[config.mk]
export PLATFORM = sky130hd
export DESIGN_NAME = uart_rx_fifo_error_counters_core_flat
export DESIGN_NICKNAME = d
export VERILOG_FILES = /design/src/rtl/core/urfec_pkg.sv /design/src/rtl/core/urfec_if.sv /design/src/rtl/core/uart_rx_fifo_error_counters_core.sv /design/src/flat_wrapper.sv
export SDC_FILE = /design/constraint.sdc
export NUM_CORES = 2
export LEC_CHECK = 0
export BUFFER_PORTS_ARGS = -buffer_cell sky130_fd_sc_hd__buf_2
export CAP_MARGIN = 10
export CORE_UTILIZATION = 49
export DETAILED_ROUTE_END_ITERATION = 12
export GPL_TIMING_DRIVEN = 0
export SLEW_MARGIN = 20
export SYNTH_ARGS = -nofsm -noshare
export SYNTH_HDL_FRONTEND = slang
export SYNTH_SLANG_ARGS = --single-unit
[constraint.sdc]
create_clock -name clk -period 5 [get_ports clk]
set_input_delay 1 -clock clk [delete_from_list [all_inputs] [get_ports clk]]
set_output_delay 1 -clock clk [all_outputs]
set_load 0.01 [all_outputs]
[src/rtl/core/urfec_pkg.sv]
// shared widths and defaults for the serial receive fifo core
`default_nettype none

package urfec_pkg;

  localparam int unsigned RING_DEPTH_DEFAULT = 256;
  localparam int unsigned BYTE_W = 8;
  localparam int unsigned FILL_W = 9;
  localparam int unsigned MASK_W = 4;
  localparam int unsigned CTR_W  = 32;

endpackage

`default_nettype wire

[src/rtl/core/urfec_if.sv]
// request and result channel interfaces of the serial receive fifo core
`default_nettype none

interface urfec_req_if;
  import urfec_pkg::*;

  logic              valid;
  logic              ready;
  logic              mode;
  logic              parity_flag;
  logic              framing_flag;
  logic              noise_flag;
  logic              overrun_flag;
  logic              data_ready;
  logic [BYTE_W-1:0] rx_byte;

  modport source (
    output valid, mode, parity_flag, framing_flag, noise_flag, overrun_flag,
           data_ready, rx_byte,
    input  ready
  );

  modport sink (
    input  valid, mode, parity_flag, framing_flag, noise_flag, overrun_flag,
           data_ready, rx_byte,
    output ready
  );
endinterface

interface urfec_rsp_if;
  import urfec_pkg::*;

  logic              valid;
  logic              ready;
  logic              pop_valid;
  logic [BYTE_W-1:0] pop_byte;
  logic [FILL_W-1:0] fill_count;
  logic [MASK_W-1:0] clear_mask;
  logic [CTR_W-1:0]  parity_errors;
  logic [CTR_W-1:0]  framing_errors;
  logic [CTR_W-1:0]  noise_errors;
  logic [CTR_W-1:0]  overrun_errors;
  logic [CTR_W-1:0]  ring_overflows;

  modport source (
    output valid, pop_valid, pop_byte, fill_count, clear_mask, parity_errors,
           framing_errors, noise_errors, overrun_errors, ring_overflows,
    input  ready
  );

  modport sink (
    input  valid, pop_valid, pop_byte, fill_count, clear_mask, parity_errors,
           framing_errors, noise_errors, overrun_errors, ring_overflows,
    output ready
  );
endinterface

`default_nettype wire

[src/rtl/core/uart_rx_fifo_error_counters_core.sv]
// serial receive fifo with saturating error and overflow counters
//
//   channel | dir | beat
//   --------+-----+-------------------------------------------------------
//   req     | in  | receive event (flags, data_ready, rx_byte) or pop request
//   rsp     | out | pop result, fill count, clear mask and all counters
//
// a receive event or a pop on an empty ring gives its result in the cycle
// after the beat; a pop of a held byte passes through S_READ first, for the
// registered ring read port. one item is in flight at a time; req is taken
// in S_IDLE while the result slot is empty or being drained in the same
// cycle. reset clears pointers, fill count and counters; ring contents stay
// undefined and no clearing pass runs. a stalled rsp holds its beat.
`default_nettype none

module uart_rx_fifo_error_counters_core #(
  parameter int unsigned RING_DEPTH = urfec_pkg::RING_DEPTH_DEFAULT
) (
  input  wire logic   clk,
  input  wire logic   rst,
  urfec_req_if.sink   req,
  urfec_rsp_if.source rsp
);
  import urfec_pkg::*;

  localparam int unsigned PTR_W = $clog2(RING_DEPTH);
  localparam int unsigned CNT_W = $clog2(RING_DEPTH + 1);

  typedef enum logic [1:0] {
    S_IDLE = 2'b01,
    S_READ = 2'b10
  } state_t;

  function automatic logic [CTR_W-1:0] sat_inc(input logic [CTR_W-1:0] v,
                                               input logic en);
    return (en && (v != '1)) ? v + 1'b1 : v;
  endfunction

  function automatic logic [PTR_W-1:0] wrap_inc(input logic [PTR_W-1:0] p);
    return (p == PTR_W'(RING_DEPTH - 1)) ? '0 : p + 1'b1;
  endfunction

  logic [BYTE_W-1:0] ring [RING_DEPTH];
  logic [BYTE_W-1:0] rd_data;

  state_t            state, state_next;
  logic [PTR_W-1:0]  head, tail;
  logic [CNT_W-1:0]  held, held_next;
  logic [CTR_W-1:0]  parity_cnt, framing_cnt, noise_cnt, overrun_cnt, overflow_cnt;
  logic              out_valid;
  logic              pop_valid;
  logic [MASK_W-1:0] clear_mask;

  logic              accept;
  logic              rcv;
  logic              full;
  logic              push_en;
  logic              pop_en;
  logic              drop;
  logic [MASK_W-1:0] flags;

  assign req.ready = (state == S_IDLE) && (!out_valid || rsp.ready);
  assign accept    = req.valid && req.ready;
  assign rcv       = accept && !req.mode;
  assign full      = (held == CNT_W'(RING_DEPTH));
  assign push_en   = rcv && req.data_ready && !full;
  assign drop      = rcv && req.data_ready && full;
  assign pop_en    = accept && req.mode && (held != '0);
  assign flags     = {req.overrun_flag, req.noise_flag, req.framing_flag, req.parity_flag}
                     & {MASK_W{rcv}};

  always_comb begin
    held_next = held;
    if (push_en) begin
      held_next = held + CNT_W'(1);
    end else if (pop_en) begin
      held_next = held - CNT_W'(1);
    end
  end

  always_comb begin
    case (state)
      S_IDLE:  state_next = pop_en ? S_READ : S_IDLE;
      S_READ:  state_next = S_IDLE;
      default: state_next = S_IDLE;
    endcase
  end

  // ring memory, one write and one registered read port
  always_ff @(posedge clk) begin
    if (push_en) begin
      ring[head] <= req.rx_byte;
    end
    if (pop_en) begin
      rd_data <= ring[tail];
    end
  end

  always_ff @(posedge clk) begin
    if (rst) begin
      state        <= S_IDLE;
      head         <= '0;
      tail         <= '0;
      held         <= '0;
      parity_cnt   <= '0;
      framing_cnt  <= '0;
      noise_cnt    <= '0;
      overrun_cnt  <= '0;
      overflow_cnt <= '0;
      out_valid    <= 1'b0;
      pop_valid    <= 1'b0;
      clear_mask   <= '0;
    end else begin
      state        <= state_next;
      held         <= held_next;
      parity_cnt   <= sat_inc(parity_cnt, flags[0]);
      framing_cnt  <= sat_inc(framing_cnt, flags[1]);
      noise_cnt    <= sat_inc(noise_cnt, flags[2]);
      overrun_cnt  <= sat_inc(overrun_cnt, flags[3]);
      overflow_cnt <= sat_inc(overflow_cnt, drop);
      if (push_en) begin
        head <= wrap_inc(head);
      end
      if (pop_en) begin
        tail <= wrap_inc(tail);
      end
      if (accept) begin
        pop_valid  <= pop_en;
        clear_mask <= flags;
      end
      if (state == S_READ) begin
        out_valid <= 1'b1;
      end else if (accept) begin
        out_valid <= !pop_en;
      end else if (rsp.ready) begin
        out_valid <= 1'b0;
      end
    end
  end

  // counters and fill count only move on a req beat, with rsp empty or draining
  assign rsp.valid          = out_valid;
  assign rsp.pop_valid      = pop_valid;
  assign rsp.pop_byte       = pop_valid ? rd_data : '0;
  assign rsp.fill_count     = FILL_W'(held);
  assign rsp.clear_mask     = clear_mask;
  assign rsp.parity_errors  = parity_cnt;
  assign rsp.framing_errors = framing_cnt;
  assign rsp.noise_errors   = noise_cnt;
  assign rsp.overrun_errors = overrun_cnt;
  assign rsp.ring_overflows = overflow_cnt;

endmodule

`default_nettype wire

[src/flat_wrapper.sv]
// flat-port wrapper written by rule: the top's interface ports become plain ports
module uart_rx_fifo_error_counters_core_flat import urfec_pkg::*;
#(
  parameter int unsigned RING_DEPTH = urfec_pkg::RING_DEPTH_DEFAULT
)
  (clk, rst, req_valid, req_mode, req_parity_flag, req_framing_flag, req_noise_flag, req_overrun_flag, req_data_ready, req_rx_byte, req_ready, rsp_valid, rsp_pop_valid, rsp_pop_byte, rsp_fill_count, rsp_clear_mask, rsp_parity_errors, rsp_framing_errors, rsp_noise_errors, rsp_overrun_errors, rsp_ring_overflows, rsp_ready);
  urfec_req_if req_i ();
  urfec_rsp_if rsp_i ();
  input  wire logic clk;
  input  wire logic rst;
  input wire logic [$bits(req_i.valid)-1:0] req_valid;
  input wire logic [$bits(req_i.mode)-1:0] req_mode;
  input wire logic [$bits(req_i.parity_flag)-1:0] req_parity_flag;
  input wire logic [$bits(req_i.framing_flag)-1:0] req_framing_flag;
  input wire logic [$bits(req_i.noise_flag)-1:0] req_noise_flag;
  input wire logic [$bits(req_i.overrun_flag)-1:0] req_overrun_flag;
  input wire logic [$bits(req_i.data_ready)-1:0] req_data_ready;
  input wire logic [$bits(req_i.rx_byte)-1:0] req_rx_byte;
  output wire logic [$bits(req_i.ready)-1:0] req_ready;
  output wire logic [$bits(rsp_i.valid)-1:0] rsp_valid;
  output wire logic [$bits(rsp_i.pop_valid)-1:0] rsp_pop_valid;
  output wire logic [$bits(rsp_i.pop_byte)-1:0] rsp_pop_byte;
  output wire logic [$bits(rsp_i.fill_count)-1:0] rsp_fill_count;
  output wire logic [$bits(rsp_i.clear_mask)-1:0] rsp_clear_mask;
  output wire logic [$bits(rsp_i.parity_errors)-1:0] rsp_parity_errors;
  output wire logic [$bits(rsp_i.framing_errors)-1:0] rsp_framing_errors;
  output wire logic [$bits(rsp_i.noise_errors)-1:0] rsp_noise_errors;
  output wire logic [$bits(rsp_i.overrun_errors)-1:0] rsp_overrun_errors;
  output wire logic [$bits(rsp_i.ring_overflows)-1:0] rsp_ring_overflows;
  input wire logic [$bits(rsp_i.ready)-1:0] rsp_ready;
  assign req_i.valid = req_valid;
  assign req_i.mode = req_mode;
  assign req_i.parity_flag = req_parity_flag;
  assign req_i.framing_flag = req_framing_flag;
  assign req_i.noise_flag = req_noise_flag;
  assign req_i.overrun_flag = req_overrun_flag;
  assign req_i.data_ready = req_data_ready;
  assign req_i.rx_byte = req_rx_byte;
  assign req_ready = req_i.ready;
  assign rsp_valid = rsp_i.valid;
  assign rsp_pop_valid = rsp_i.pop_valid;
  assign rsp_pop_byte = rsp_i.pop_byte;
  assign rsp_fill_count = rsp_i.fill_count;
  assign rsp_clear_mask = rsp_i.clear_mask;
  assign rsp_parity_errors = rsp_i.parity_errors;
  assign rsp_framing_errors = rsp_i.framing_errors;
  assign rsp_noise_errors = rsp_i.noise_errors;
  assign rsp_overrun_errors = rsp_i.overrun_errors;
  assign rsp_ring_overflows = rsp_i.ring_overflows;
  assign rsp_i.ready = rsp_ready;
  uart_rx_fifo_error_counters_core #(.RING_DEPTH(RING_DEPTH)) u_core (.clk(clk), .rst(rst), .req(req_i), .rsp(rsp_i));
endmodule
# Word-level counts from Yosys, hierarchy flattened
# Memories as Yosys holds them, arrays and structs flattened. A register that Yosys moved wholly into a read port is not among the register bits.
# Index checks and enable logic that the tools add are counted.
# op_classes
n_addsub	9
eq_ne	10
muxes	11
bitwise_logic	2
reduce_logical	22
# ops
cell	count
adder 32 x 1 -> 32 bit (second input constant)	5
inequality test 32 bit (second input constant)	5
2-to-1 mux 8 bit	3
2-to-1 mux 9 bit	2
adder 8 x 1 -> 8 bit (second input constant)	2
equality test 8 bit (second input constant)	2
logical AND 1 bit	13
adder 9 x 1 -> 9 bit (second input constant)	1
equality test 9 bit (second input constant)	1
nonzero test 9 bit	1
subtractor 9 x 1 -> 9 bit (second input constant)	1
2-to-1 mux 1 bit	5
bitwise AND 4 bit	1
logical NOT 1 bit	4
nonzero test 3 bit	1
equality test 2 x 1 -> 1 bit (second input constant)	1
equality test 2 bit (second input constant)	1
2-to-1 mux 2 bit	1
nonzero test 2 bit	1
OR reduction 2 bit	1
logical OR 1 bit	1
NOT 1 bit	1
# word_totals
ff_bits	193
mem_bits_rw	2048
inputBits	18
output_inout_bits	184
word_cells	67
memories	1
# mem_list
name	words	word_bits	rd	rd_ports_with_merged_regs	wr	line	rtl
u_core.ring	256	8	1	1	1	uart_rx_fifo_error_counters_core.sv:43	logic [BYTE_W-1:0] ring [RING_DEPTH];

# Longest topological paths before layout
# logic_depth
word_depth	9
ltp_mapped	14
ltp_nobuf	12

# Worst setup path before layout
# No wires, ideal clock.
# synth_timing
path_kind	input to register
start	input port rsp_ready
end	register u_core.held[7], in the netlist u_core.rsp.fill_count[7]
setup_ps	78
arrival_time_ps	3294
t_required_ps	4922
slack_ps	1628
cell_stages	12
path_buffers	1
path_cell_list	nand2b_1 > clkbuf_1 > and4_1 > nand2_1 > ha_1 > a21o_1 > a21oi_1 > o21ai_0 > a2111oi_0 > nor3_1 > mux2i_1 > nor3_1
# synth_via
elab_chain_cells	7
elab_cells_between_ends	10
cone_classes	1 x mux; 9 x reduce/logical
# synth_lines
item	line	rtl
start: declaration	flat_wrapper.sv:30	input wire logic [$bits(rsp_i.ready)-1:0] rsp_ready;
logical OR 1 bit (*)	uart_rx_fifo_error_counters_core.sv:62	assign req.ready = (state == S_IDLE) && (!out_valid || rsp.ready);
logical AND 1 bit (*)	uart_rx_fifo_error_counters_core.sv:62	
logical AND 1 bit (*)	uart_rx_fifo_error_counters_core.sv:63	assign accept = req.valid && req.ready;
logical AND 1 bit	uart_rx_fifo_error_counters_core.sv:64	assign rcv = accept && !req.mode;
logical AND 1 bit (2 in series)	uart_rx_fifo_error_counters_core.sv:66	assign push_en = rcv && req.data_ready && !full;
2-to-1 mux 9 bit / nonzero test 2 bit (equally long branches)	-	
end signal: assignment	uart_rx_fifo_error_counters_core.sv:115	held <= held_next;
end: declaration	uart_rx_fifo_error_counters_core.sv:48	logic [CNT_W-1:0] held, held_next;
# Every way passes the cells marked *; elsewhere a longest branch is shown, timed or not.
# A chain may end at the register's enable or synchronous reset.

==> results by group <==
Synthesis
  • Register bit total from synthesis: 2249
  • Leading area contributor after synthesis: edfxtp_1
  • Synth Cell Area: 89000 um2
  • Avg Inst Size Synth: 18.1 um2
  • Yosys warns: 0
  • Synth Flop Type: edfxtp_1
  • Post-synth EDFFs: 2056
  • Syn Nets: 4949
  • Post-synth top area share: 69.4%
  • Main area contributors after synthesis: edfxtp_1, mux4_2, dfxtp_1
  • Synth Instances: 4913
  • Async S/R FF share, synth: 0%
  • Register area share after synthesis: 73.7%
  • Yosys cell types: 89

Pwr
  • Pwr Total: 46.0 mW
  • P_leak: 31.9 nW
  • Combinational power share: 17.8%
  • Clk pwr share: 37.3%
  • Flop pwr share: 44.9%
  • Sw Pwr: 13.0 mW
  • Pwr per Cell Area: 453 nW/um2
  • Sw frac: 28.3%
  • Int Power: 33.0 mW
  • Peak VDD IR: 362 uV

Drt
  • Drt total wl: 342000 um
  • Vias: 55000
  • Drt pass-1 iters: 8
  • Initial DRC Count: 10300
  • DRT antenna net count: 0
  • Detailed-route vias per instance: 6.92
  • Drt wl/cell: 43.0 um
  • DRC Markers: 0

Worst setup path
  • CP endpoint kind: flip-flop
  • R2r endpoint: u_core.rd_data[2]
  • Crit-path cells: buf_6 -> buf_12 -> buf_6 -> buf_6 -> nand3b_1 -> buf_2 -> o221ai_1 -> a211oi_1 -> a21oi_1 -> o2111ai_1 -> o221ai_1
  • WS Path Type: reg -> reg
  • Worst path required time: 5.58 ns
  • Most common cell on crit path: buf_6
  • Reg2reg start: u_core.tail[0]
  • Flop-to-flop setup slack: -0.28 ns
  • Critical Path AT: 5.86 ns
  • CP max FO: 10
  • CP max stage delay: 0.85 ns
  • CP Launch Type: flip-flop
  • R2r worst-path depth: 11
  • Crit-path slowest cell: nand3b_1

Clock network
  • CTS HTree Levels: 4
  • CTS tree: yes
  • Clock latency on the worst-skew pair: 0.90 ns
  • Reg clk slew, reported paths: 0.07 ns
  • Total CTS buffers: 225
  • Num Clock Sinks: 2249
  • Root Driver: clkbuf_16
  • Clock Path Buffers: 3

Global route
  • Largest net degree at the start of global routing: 123
  • First-pass GRT wire length: 452000 um
  • Vias in the first global route: 50900
  • Total congestion overflow: 0
  • Total GRT Usage: 37.0%
  • Initial antenna violation count: 31

Status
  • Status: complete, but fails checks
  • Failing checks: setup timing

Finish
  • Syn-to-layout area delta: 14.2%
  • Leading cell type in the layout, fill and taps excluded: edfxtp_1
  • FF+latch area: 65600 um2
  • Area of the multi-input gates: 21700 um2
  • Fillcell total: 13900
  • Most frequent cells in the layout: edfxtp_1, nor2_1, mux4_2
  • Fin nets: 5416
  • Share of layout cells above drive strength 1: 22.5%

STA
  • F_max: 189 MHz
  • Hold_ws: 0.457 ns
  • Slew margin rel.: 7.84%
  • Min Tclk post-route: 5.28 ns
  • Number of setup violations in the final report: 27
  • Final Cycle Share: 106%
  • Clock Skews: 0.0510 ns
  • RSZ-0062 raised after global routing: true
  • Worst-Margin Slew: 1.38 ns
  • Final hold violation count: 0
  • Slew Limit Fails: 0
  • Setup WS post-layout: -0.280 ns

Run
  • MaxCap Viol Count: 0

Min path
  • Min-delay src: u_core.rsp.clear_mask[2]
  • Hold endpoint: u_core.rsp.clear_mask[2]
  • Hold Path Class: reg -> reg
  • Hold depth: 2

Die
  • Core region area: 181000 um2
  • Die width: 428 um
  • DIE AREA: 183000 um2
  • Chip height: 428 um
  • Row count: 156
  • Num ports: 202
  • Initial Util: 49.3%

Placement
  • Hpwl dp: 222000 um
  • Port Buffer Count: 200
  • RePlAce Congestion: 1.00
## per-layer routing
| layer | global-route usage (%) | part of all wire (%) |
|---|---|---|
| met5 | 0 | 0.051 |
| met4 | 23.7 | 7.5 |
| met1 | 48.2 | 35 |
| met3 | 13.6 | 15 |
| met2 | 52.6 | 43 |
## worst max-delay path by stage
stage | from | end | slack [ns] | depth (start not counted)
after floorplan | rsp_ready | u_core.rsp.fill_count[7] | 1.63 | 12
after global placement | u_core.tail[1] | u_core.rd_data[1] | -2.34 | 9
after detailed placement | rsp_ready | u_core.ring[82][0] | -0.62 | 10
after CTS | u_core.tail[1] | u_core.rd_data[3] | 0.01 | 9
after global routing | u_core.state[0] | u_core.ring[134][7] | -0.002 | 8
final | u_core.tail[0] | u_core.rd_data[2] | -0.28 | 11
## power groups by stage
stage          sequential, mW  clock, mW  combinational [mW]
2_1_floorplan            21.0          0                4.10
3_3_place_gp             21.1          0                7.81
3_5_place_dp             21.1          0                7.91
4_1_cts                  20.7       17.1                7.93
5_1_grt                  20.7       17.8                8.18
6_report                 20.7       17.2                8.21
## sequential cells by signal, indices dropped and copies added, names as in the netlist, 9 cells and up
register and cells:
u_core.rsp.framing_errors 32, u_core.rsp.overrun_errors 32, u_core.rsp.fill_count 9, u_core.rsp.ring_overflows 32, u_core.ring 2048, u_core.rsp.parity_errors 32, u_core.rsp.noise_errors 32
## critical path, delay by kind of cell (launching register included)
| family | cells | cell delay, ns |
|---|---|---|
| and+or+nand+nor | 1 | 0.85 |
| DFF | 1 | 0.35 |
| AOI/OAI and AO/OA | 5 | 1.94 |
| buffers and inverters | 5 | 1.75 |
## synth_stat cells (17+ instances only)
cell       number
ha_1           17
dfxtp_1       193
clkbuf_1      127
a31oi_1        17
mux2i_1       179
a211oi_1       30
nor3_1         51
a22o_1         19
nand3_1       100
a22oi_1        71
nand4_1        61
buf_4          23
mux4_2        393
and3_1         25
nand2_1       161
nor4_1         21
a2111oi_0      19
o22ai_1        57
a221oi_1       37
buf_6          27
o21ai_0        46
and4_1         27
nor2_1        478
xnor2_1        61
a21oi_1        95
buf_2          81
and2_1         22
o221ai_1       37
inv_1          27
xor2_1         92
nor2b_1        32
edfxtp_1     2056
mux2_2         51
## what timing repair did
item | 4_1_cts | 5_1_grt
hold buffers | 0 | 0
endpoints found under the hold margin | 0 | 0
gates resized for setup | 7 | 8
buffers inserted | 0 | 0
endpoints found under the setup margin | 5 | 16
## stage by stage
step | instance area (um2) | utilization [%] | setup TNS (ns) | std cells | worst slack [ns]
after floorplan | 89000 | - | 0 | 4913 | 1.63
after global placement | 93000 | 51.5 | -1466.83 | 7483 | -2.34
after detailed placement | 94100 | 52.1 | -312.47 | 7523 | -0.617
after CTS | 102000 | 56.2 | 0 | 7943 | 0.0140
after global routing | 102000 | 56.3 | -0.00853 | 7944 | -0.00238
final | 102000 | 56.3 | -1.31 | 7957 | -0.280
## logic make-up after synthesis
family / Yosys count / share of synthesized area (%)
buffers and inverters: 312 / 2.00
AO/OA/AOI/OAI: 502 / 3.99
XOR/XNOR: 153 / 1.51
AND/OR/NAND/NOR: 1042 / 5.53
adder cells (fa/ha/maj): 18 / 0.261
flip-flops: 2249 / 73.7
multiplexers: 637 / 13.0
## layout make-up
class / count / area share (%)
diodes: 14 / 0.0345
plain buffers: 283 / 1.74
clock buffers: 276 / 5.82
clock inverters: 144 / 1.46
inverters: 29 / 0.107
multi-input cells: 2352 / 21.4
flip-flops and latches: 2249 / 64.6
well taps: 2370 / 2.92
repair buffers: 240 / 2.00
No activity file was read; power rests on OpenSTA's default activity.
